$ cat src/rtl/core/sirt_pkg.sv
`timescale 1ns / 1ps
// ----------------------------------------------------------------------------
// sirt_pkg
// Shared types, register codes, characters and reciprocal table of the
// signed integer to radix text unit.
// ----------------------------------------------------------------------------
package sirt_pkg;

  localparam int DEF_MAX_BASE_DIGITS = 16;
  localparam int DEF_VALUE_WIDTH     = 32;

  localparam int CHAR_W   = 8;
  localparam int COUNT_W  = 5;
  localparam int WORD_W   = 64;
  localparam int DIGIT_W  = 4;
  localparam int ALPHA_N  = 16;
  localparam int ALPHA_W  = ALPHA_N * CHAR_W;
  localparam int RECIP_N  = 32;
  localparam int RECIP_W  = 64;

  localparam logic [COUNT_W-1:0] RST_DIGIT_COUNT = 5'd10;
  localparam logic [WORD_W-1:0]  RST_DIGITS_LOW  = 64'h3736_3534_3332_3130;
  localparam logic [WORD_W-1:0]  RST_DIGITS_HIGH = 64'h0000_0000_0000_3938;

  localparam logic [CHAR_W-1:0] CHAR_NUL   = 8'h00;
  localparam logic [CHAR_W-1:0] CHAR_SPACE = 8'h20;
  localparam logic [CHAR_W-1:0] CHAR_PLUS  = 8'h2B;
  localparam logic [CHAR_W-1:0] CHAR_MINUS = 8'h2D;

  typedef enum logic [1:0] {
    REG_DIGIT_COUNT = 2'd0,
    REG_DIGITS_LOW  = 2'd1,
    REG_DIGITS_HIGH = 2'd2
  } reg_idx_t;

  typedef enum logic [2:0] {
    S_IDLE,
    S_CHECK,
    S_MUL,
    S_FIX,
    S_SIGN,
    S_DIGITS
  } state_t;

  localparam logic [RECIP_W:0] TWO_POW_64 = {1'b1, {RECIP_W{1'b0}}};

  // floor(2^64 / base); entries for bases that can never be valid are zero
  localparam logic [RECIP_W-1:0] RECIP_TABLE [RECIP_N] = '{
    64'd0, 64'd0,
    RECIP_W'(TWO_POW_64 / 65'd2),  RECIP_W'(TWO_POW_64 / 65'd3),
    RECIP_W'(TWO_POW_64 / 65'd4),  RECIP_W'(TWO_POW_64 / 65'd5),
    RECIP_W'(TWO_POW_64 / 65'd6),  RECIP_W'(TWO_POW_64 / 65'd7),
    RECIP_W'(TWO_POW_64 / 65'd8),  RECIP_W'(TWO_POW_64 / 65'd9),
    RECIP_W'(TWO_POW_64 / 65'd10), RECIP_W'(TWO_POW_64 / 65'd11),
    RECIP_W'(TWO_POW_64 / 65'd12), RECIP_W'(TWO_POW_64 / 65'd13),
    RECIP_W'(TWO_POW_64 / 65'd14), RECIP_W'(TWO_POW_64 / 65'd15),
    RECIP_W'(TWO_POW_64 / 65'd16),
    64'd0, 64'd0, 64'd0, 64'd0, 64'd0, 64'd0, 64'd0, 64'd0,
    64'd0, 64'd0, 64'd0, 64'd0, 64'd0, 64'd0, 64'd0
  };

endpackage

$ cat src/rtl/core/sirt_alpha_check.sv
`timescale 1ns / 1ps
// ----------------------------------------------------------------------------
// sirt_alpha_check
// Registered validity flag of the configured digit alphabet.
// ----------------------------------------------------------------------------
module sirt_alpha_check #(
  parameter int MAX_BASE_DIGITS = sirt_pkg::DEF_MAX_BASE_DIGITS
) (
  input  logic                          clk,
  input  logic                          rst_n,
  input  logic [sirt_pkg::COUNT_W-1:0]  digit_count,
  input  logic [sirt_pkg::ALPHA_W-1:0]  alphabet,
  output logic                          alpha_ok
);
  import sirt_pkg::*;

  logic ok_r;
  logic ok_nxt;

  always_comb begin
    logic [CHAR_W-1:0] ci;
    ok_nxt = (digit_count >= COUNT_W'(2)) &&
             (digit_count <= COUNT_W'(MAX_BASE_DIGITS));
    for (int i = 0; i < MAX_BASE_DIGITS; i++) begin
      ci = alphabet[CHAR_W*i +: CHAR_W];
      if (COUNT_W'(i) < digit_count) begin
        if (ci == CHAR_NUL || ci == CHAR_SPACE || ci == CHAR_PLUS || ci == CHAR_MINUS) begin
          ok_nxt = 1'b0;
        end
        for (int j = i + 1; j < MAX_BASE_DIGITS; j++) begin
          if (COUNT_W'(j) < digit_count && alphabet[CHAR_W*j +: CHAR_W] == ci) begin
            ok_nxt = 1'b0;
          end
        end
      end
    end
  end

  // Recomputed every cycle; config must only move while the block is idle (not enforced here).
  always_ff @(posedge clk) begin
    if (!rst_n) begin
      ok_r <= 1'b0;
    end else begin
      ok_r <= ok_nxt;
    end
  end

  assign alpha_ok = ok_r;

endmodule

$ cat src/rtl/core/sirt_div_unit.sv
`timescale 1ns / 1ps
// ----------------------------------------------------------------------------
// sirt_div_unit
// Divide by the small base: reciprocal multiply, registered, then one
// compare-and-subtract correction.
// ----------------------------------------------------------------------------
module sirt_div_unit #(
  parameter int VALUE_WIDTH = sirt_pkg::DEF_VALUE_WIDTH
) (
  input  logic                          clk,
  input  logic [VALUE_WIDTH-1:0]        mag,
  input  logic [sirt_pkg::COUNT_W-1:0]  base,
  output logic [VALUE_WIDTH-1:0]        quo,
  output logic [sirt_pkg::DIGIT_W-1:0]  rem
);
  import sirt_pkg::*;

  localparam int W = VALUE_WIDTH;

  logic [W-1:0]   recip;
  logic [2*W-1:0] prod_r;
  logic [W-1:0]   q_est;
  logic [W-1:0]   r_est;
  logic [W-1:0]   base_w;
  logic           fix;

  // floor(2^W / base), the top W bits of the 64-bit table entry
  assign recip = W'(RECIP_TABLE[base] >> (RECIP_W - W));

  // Mag must be held stable for the cycle after the product is taken.
  always_ff @(posedge clk) begin
    prod_r <= (2*W)'(mag) * (2*W)'(recip);
  end

  // Estimate is low by at most one.
  assign q_est  = prod_r[2*W-1:W];
  assign base_w = W'(base);
  assign r_est  = mag - W'(q_est * base_w);
  assign fix    = (r_est >= base_w);
  assign quo    = fix ? q_est + W'(1) : q_est;
  assign rem    = fix ? DIGIT_W'(r_est - base_w) : DIGIT_W'(r_est);

endmodule

$ cat src/rtl/core/signed_integer_to_radix_text_unit.sv
`timescale 1ns / 1ps
// ----------------------------------------------------------------------------
// signed_integer_to_radix_text_unit
// Writes a signed integer as text in a configurable base, one char per item.
// ----------------------------------------------------------------------------
// Each accepted value is written out as text, one character per output item:
// a '-' for a negative value, then the digits of its magnitude in base
// digit_count, most significant first; the final character carries
// last_char. The most negative value is written exactly. If the alphabet is
// invalid (count outside 2..MAX_BASE_DIGITS, a zero byte, space, '+' or '-'
// among the used digits, or a repeated digit) the value produces nothing.
// One value at a time: in_ready is high only while idle. A value passes
// S_IDLE (accept), S_CHECK, then S_FIX for the first digit and S_MUL then
// S_FIX for each further digit in the shared divider (reciprocal multiply,
// then correction), then goes out one character per cycle on the output
// register while the sink keeps up. A value under an invalid alphabet
// returns to S_IDLE from S_CHECK.
// Config registers: 0 digit_count, 1 digits_low, 2 digits_high; write them
// only while the unit is idle.
module signed_integer_to_radix_text_unit #(
  parameter int MAX_BASE_DIGITS = sirt_pkg::DEF_MAX_BASE_DIGITS,
  parameter int VALUE_WIDTH     = sirt_pkg::DEF_VALUE_WIDTH
) (
  input  logic                                clk,
  input  logic                                rst_n,
  // configuration write port
  input  logic                                cfg_we,
  input  logic [1:0]                          cfg_index,
  input  logic [sirt_pkg::WORD_W-1:0]         cfg_wdata,
  // input channel
  input  logic                                in_valid,
  output logic                                in_ready,
  input  logic signed [VALUE_WIDTH-1:0]       in_value,
  // result channel
  output logic                                out_valid,
  input  logic                                out_ready,
  output logic [sirt_pkg::CHAR_W-1:0]         out_char_out,
  output logic                                out_last_char
);
  import sirt_pkg::*;

  localparam int W    = VALUE_WIDTH;
  localparam int IDXW = $clog2(W);

  // config registers
  logic [COUNT_W-1:0] digit_count_r;
  logic [WORD_W-1:0]  digits_low_r;
  logic [WORD_W-1:0]  digits_high_r;
  logic [ALPHA_W-1:0] alphabet;
  logic               alpha_ok;

  // sequencer and datapath
  state_t             state_r, state_nxt;
  logic [W-1:0]       mag_r;
  logic               neg_r;
  logic [IDXW-1:0]    cnt_r;
  logic [IDXW-1:0]    ptr_r;
  logic [DIGIT_W-1:0] dbuf_r [W];
  logic [W-1:0]       div_quo;
  logic [DIGIT_W-1:0] div_rem;
  logic [W-1:0]       in_mag;
  logic               in_fire;
  logic               conv_done;
  logic               out_load;
  logic               emit;
  logic               div_step;

  // output register
  logic               out_valid_r;
  logic [CHAR_W-1:0]  out_char_r;
  logic               out_last_r;

  // ---------------------------------------------------------------- config
  always_ff @(posedge clk) begin
    if (!rst_n) begin
      digit_count_r <= RST_DIGIT_COUNT;
      digits_low_r  <= RST_DIGITS_LOW;
      digits_high_r <= RST_DIGITS_HIGH;
    end else if (cfg_we) begin
      case (reg_idx_t'(cfg_index))
        REG_DIGIT_COUNT: digit_count_r <= cfg_wdata[COUNT_W-1:0];
        REG_DIGITS_LOW:  digits_low_r  <= cfg_wdata;
        REG_DIGITS_HIGH: digits_high_r <= cfg_wdata;
        default: ;  // writes past the register list are dropped
      endcase
    end
  end

  assign alphabet = {digits_high_r, digits_low_r};

  sirt_alpha_check #(
    .MAX_BASE_DIGITS (MAX_BASE_DIGITS)
  ) u_alpha_check (
    .clk         (clk),
    .rst_n       (rst_n),
    .digit_count (digit_count_r),
    .alphabet    (alphabet),
    .alpha_ok    (alpha_ok)
  );

  // ----------------------------------------------------------- shared divider
  sirt_div_unit #(
    .VALUE_WIDTH (W)
  ) u_div_unit (
    .clk  (clk),
    .mag  (mag_r),
    .base (digit_count_r),
    .quo  (div_quo),
    .rem  (div_rem)
  );

  // ------------------------------------------------------------- sequencer
  assign in_fire   = in_valid && in_ready;
  assign out_load  = !out_valid_r || out_ready;
  assign conv_done = (div_quo == '0) || (cnt_r == IDXW'(W - 1));

  // Two's complement magnitude; the most negative value comes out as 2^(W-1).
  assign in_mag = in_value[W-1] ? (~$unsigned(in_value)) + W'(1) : $unsigned(in_value);

  always_comb begin
    state_nxt = state_r;
    case (state_r)
      S_IDLE:   if (in_fire) state_nxt = S_CHECK;
      // The product for the first digit is taken during the check cycle.
      S_CHECK:  state_nxt = alpha_ok ? S_FIX : S_IDLE;
      S_MUL:    state_nxt = S_FIX;
      S_FIX: begin
        if (!conv_done) begin
          state_nxt = S_MUL;
        end else begin
          state_nxt = neg_r ? S_SIGN : S_DIGITS;
        end
      end
      S_SIGN:   if (out_load) state_nxt = S_DIGITS;
      S_DIGITS: if (out_load && ptr_r == '0) state_nxt = S_IDLE;
      default:  state_nxt = S_IDLE;
    endcase
  end

  always_comb begin
    in_ready = (state_r == S_IDLE);
    div_step = (state_r == S_FIX);
    emit     = (state_r == S_SIGN || state_r == S_DIGITS) && out_load;
  end

  always_ff @(posedge clk) begin
    if (!rst_n) begin
      state_r <= S_IDLE;
    end else begin
      state_r <= state_nxt;
    end
  end

  // Hold the magnitude while the divider works; advance it by one digit.
  always_ff @(posedge clk) begin
    if (in_fire) begin
      mag_r <= in_mag;
      neg_r <= in_value[W-1];
      cnt_r <= '0;
    end else if (div_step) begin
      mag_r         <= div_quo;
      dbuf_r[cnt_r] <= div_rem;
      cnt_r         <= cnt_r + IDXW'(1);
    end
  end

  // Read pointer starts at the most significant digit and walks down.
  always_ff @(posedge clk) begin
    if (div_step && conv_done) begin
      ptr_r <= cnt_r;
    end else if (emit && state_r == S_DIGITS && ptr_r != '0) begin
      ptr_r <= ptr_r - IDXW'(1);
    end
  end

  // -------------------------------------------------------- output register
  always_ff @(posedge clk) begin
    if (!rst_n) begin
      out_valid_r <= 1'b0;
    end else if (out_load) begin
      out_valid_r <= emit;
    end
  end

  always_ff @(posedge clk) begin
    if (emit) begin
      if (state_r == S_SIGN) begin
        out_char_r <= CHAR_MINUS;
        out_last_r <= 1'b0;
      end else begin
        out_char_r <= alphabet[CHAR_W*dbuf_r[ptr_r] +: CHAR_W];
        out_last_r <= (ptr_r == '0);
      end
    end
  end

  assign out_valid     = out_valid_r;
  assign out_char_out  = out_char_r;
  assign out_last_char = out_last_r;

  // ------------------------------------------------------------ assertions
  // The corrected remainder is always a legal digit of the base.
  a_rem_in_base: assert property (@(posedge clk) disable iff (!rst_n)
    state_r == S_FIX |-> COUNT_W'(div_rem) < digit_count_r)
    else $error("divider remainder not below base");

  // Every step strictly shrinks a nonzero magnitude.
  a_div_progress: assert property (@(posedge clk) disable iff (!rst_n)
    (state_r == S_FIX && mag_r != '0) |-> div_quo < mag_r)
    else $error("divider quotient does not shrink magnitude");

  // No zero byte leaves the unit: only validated alphabet characters or the sign are sent.
  a_no_nul_char: assert property (@(posedge clk) disable iff (!rst_n)
    out_valid_r |-> out_char_r != CHAR_NUL)
    else $error("zero byte on output");

  // A sign is always followed by at least one digit.
  a_sign_not_last: assert property (@(posedge clk) disable iff (!rst_n)
    (out_valid_r && out_char_r == CHAR_MINUS && state_r == S_DIGITS) |-> !out_last_r)
    else $error("sign flagged as last character");

endmodule
$ cat config.mk
export PLATFORM = sky130hd
export DESIGN_NAME = signed_integer_to_radix_text_unit
export DESIGN_NICKNAME = d
export VERILOG_FILES = /design/src/rtl/core/sirt_pkg.sv /design/src/rtl/core/sirt_alpha_check.sv /design/src/rtl/core/sirt_div_unit.sv /design/src/rtl/core/signed_integer_to_radix_text_unit.sv
export SDC_FILE = /design/constraint.sdc
export NUM_CORES = 2
export LEC_CHECK = 0
export BUFFER_PORTS_ARGS = -buffer_cell sky130_fd_sc_hd__buf_2
export CORE_MARGIN = 2
export CORE_UTILIZATION = 30
export DETAILED_ROUTE_END_ITERATION = 12
export PLACE_DENSITY = 0.44
export SYNTH_ARGS = -nofsm -noshare
export SYNTH_HDL_FRONTEND = slang
export SYNTH_SLANG_ARGS = --single-unit
$ cat constraint.sdc
create_clock -name clk -period 10.79 [get_ports clk]
set_input_delay 3.237 -clock clk [delete_from_list [all_inputs] [get_ports clk]]
set_output_delay 3.237 -clock clk [all_outputs]
set_load 0.01 [all_outputs]
==> flow_summary.json <==
{
  "drt-total-wl_mm": 257,
  "path_buf_inv": 7,
  "period_needed_ns": 10.43,
  "cts_max_path_buffers": 3,
  "synth-edff-count": 175,
  "synth_seq_cells": 355,
  "dp_cells": 9979,
  "maxCapViolCount": 0,
  "die_y_um": 469,
  "via_per_inst": 5.14,
  "synth_area_mm2": 0.0650,
  "yosysSeqAreaShare_pct": 13.6,
  "grt_antenna_before_repair": 20,
  "ant_nets": 0,
  "grt_pass1_wl_mm": 379,
  "die-area_mm2": 0.220,
  "core_area_mm2": 0.215,
  "dr_total_vias": 51743,
  "drc": 0,
  "cp-end-kind": "register",
  "start_util_pct": 30.2,
  "clk_pin_slew_ns": 0.07,
  "cts_hold_buf": 0,
  "hold_class": "register to register",
  "crit_type": "register to register",
  "synthCells": 7322,
  "crit_path_top_delay_cell": "a2111oi_1",
  "grt_overflow": 0,
  "slew_violations": 0,
  "grt_max_degree": 81,
  "stdcell_count": 10064,
  "ios": 114,
  "max_freq_mhz": 95.9,
  "status": "complete, no violations",
  "synth.distinct_cells": 91,
  "async_flop_share_pct": 0,
  "drt_iter0_markers": 4388,
  "layout_commonest_cell": "inv_1",
  "rows": 170,
  "insertion_delay_ns": 0.66,
  "synth-main-ff-cell": "dfxtp_1",
  "grt_pass1_vias": 54480,
  "portBuffers": 113,
  "worst_slew_pin_slew_ns": 1.38,
  "crit_fanout": 32,
  "fin_crit_sh_pct": 96.7,
  "die_x_um": 469,
  "clockRootBuffer": "clkbuf_16",
  "avgSynthCellArea_um2": 8.88,
  "startpoint_type": "register",
  "critPathTopFamily": "adder cells",
  "cpPeakStageDelay_ns": 0.63,
  "cts_sinks": 355,
  "layout_common_cells": "1127 x inv_1, 1007 x fa_1, 958 x nand2_1",
  "firstDrtPassIters": 8,
  "cts_tree": "built",
  "cts_max_level": 2,
  "finalHoldViolCount": 0,
  "tns_ns": 0,
  "yosysWarnings": 0,
  "wire_per_inst_um": 25.5,
  "finalNetCount": 8614,
  "r2r_setup_slack_ns": 0.36,
  "holdWs_ns": 0.458,
  "final_layout_size_suffix_gt1_share_pct": 8.24,
  "finalSetupViolations": 0,
  "cts_made_buffers": 40,
  "slew_headroom_pct": 8.15,
  "synthToLayoutAreaGrowth_pct": 9.07,
  "fin_worst_skew_ns": 0.0466,
  "path_common_cell": "fa_1",
  "rsz0062_at_grt": "no",
  "critPathRequiredTime_ns": 11.36,
  "gr-usage-all-layers_pct": 23.1,
  "arrival_ns": 11.01,
  "gp_congestion": 0.910,
  "dp_hpwl_mm": 189,
  "synthesis.nets": 8745
}
[stage by stage]
step                util (%)  area (um2)  worst slack (ns)
CTS                     32.9       70800            0.0510
finish                  33.0       70900             0.358
global route            33.0       70900            0.0232
floorplan                  -       65000              1.53
detailed placement      32.3       69400             0.103
global placement        32.3       69400             0.202
[routing by layer]
layer  wire length [um]  global-route usage (%)
met1             112000                    31.7
met2             118000                    37.4
met3              17500                    3.02
met4               9800                    7.75
met5                 38                       0
[worst register-to-register path: cells and delay by family (launching register included)]
kind,cells,cell delay [ns]
adder cells (fa/ha/maj),10,4.82
flip-flops,1,0.37
AO/OA/AOI/OAI,11,2.73
buffers and inverters,7,1.09
XOR/XNOR,1,0.14
AND/OR/NAND/NOR,6,1.18
[cell usage after synthesis, types with 163 or more instances]
master	instances	area [um2]
inv_1	1127	4230
fa_1	1007	20200
nand2_1	958	3600
xnor2_1	756	6620
clkbuf_1	410	1540
xor2_1	337	2950
ha_1	313	3920
and2_1	286	1790
a21oi_1	215	1080
nand4_1	190	1190
dfxtp_1	180	3600
edfxtp_1	175	5260
nor2_1	163	612
[layout make-up]
cell class,count,area (um2)
inverters,1131,4250
repair buffers,385,2770
clock inverters,28,352
multi-input cells,5278,50000
fillers,22360,144000
diodes,3,7.51
flip-flops and latches,355,8880
well taps,2838,3550
clock buffers,46,1040
[flip-flops by register name, summed over array words and instances, names as in the netlist, 3 cells and up, named ones only]
| register | cells |
|---|---|
| digit_count_r | 5 |
| mag_r | 32 |
| state_r | 3 |
| cnt_r | 5 |
| out_char_out | 8 |
| ptr_r | 5 |
| dbuf_r | 128 |
| digits_low_r | 64 |
| digits_high_r | 64 |
| u_div_unit.prod_r | 32 |
[timing repair]
action / 4_1_cts / 5_1_grt
buffers inserted: 0 / 7
endpoints found under the setup margin: 0 / 9
resized for setup: 0 / 7
[final timing paths]
path                     start               endpoint  cells past startpoint
max           digit_count_r[0]  u_div_unit.prod_r[60]                     35
min          digits_high_r[46]      digits_high_r[46]                      2
max reg2reg   digit_count_r[0]  u_div_unit.prod_r[60]                     35
min reg2reg  digits_high_r[46]      digits_high_r[46]                      2
[logic make-up after synthesis]
family | after synthesis | synth area share (%)
flops | 355 | 13.6
xor+xnor | 1094 | 14.8
buf+inv | 1690 | 9.83
fa+ha+maj | 1320 | 37.0
compound gates | 642 | 6.38
simple gates | 2113 | 15.8
mux | 108 | 2.53
Power is left out: the tool's default activity adds up to more than one toggle a clock period on the data nets, which glitch-free logic cannot reach.
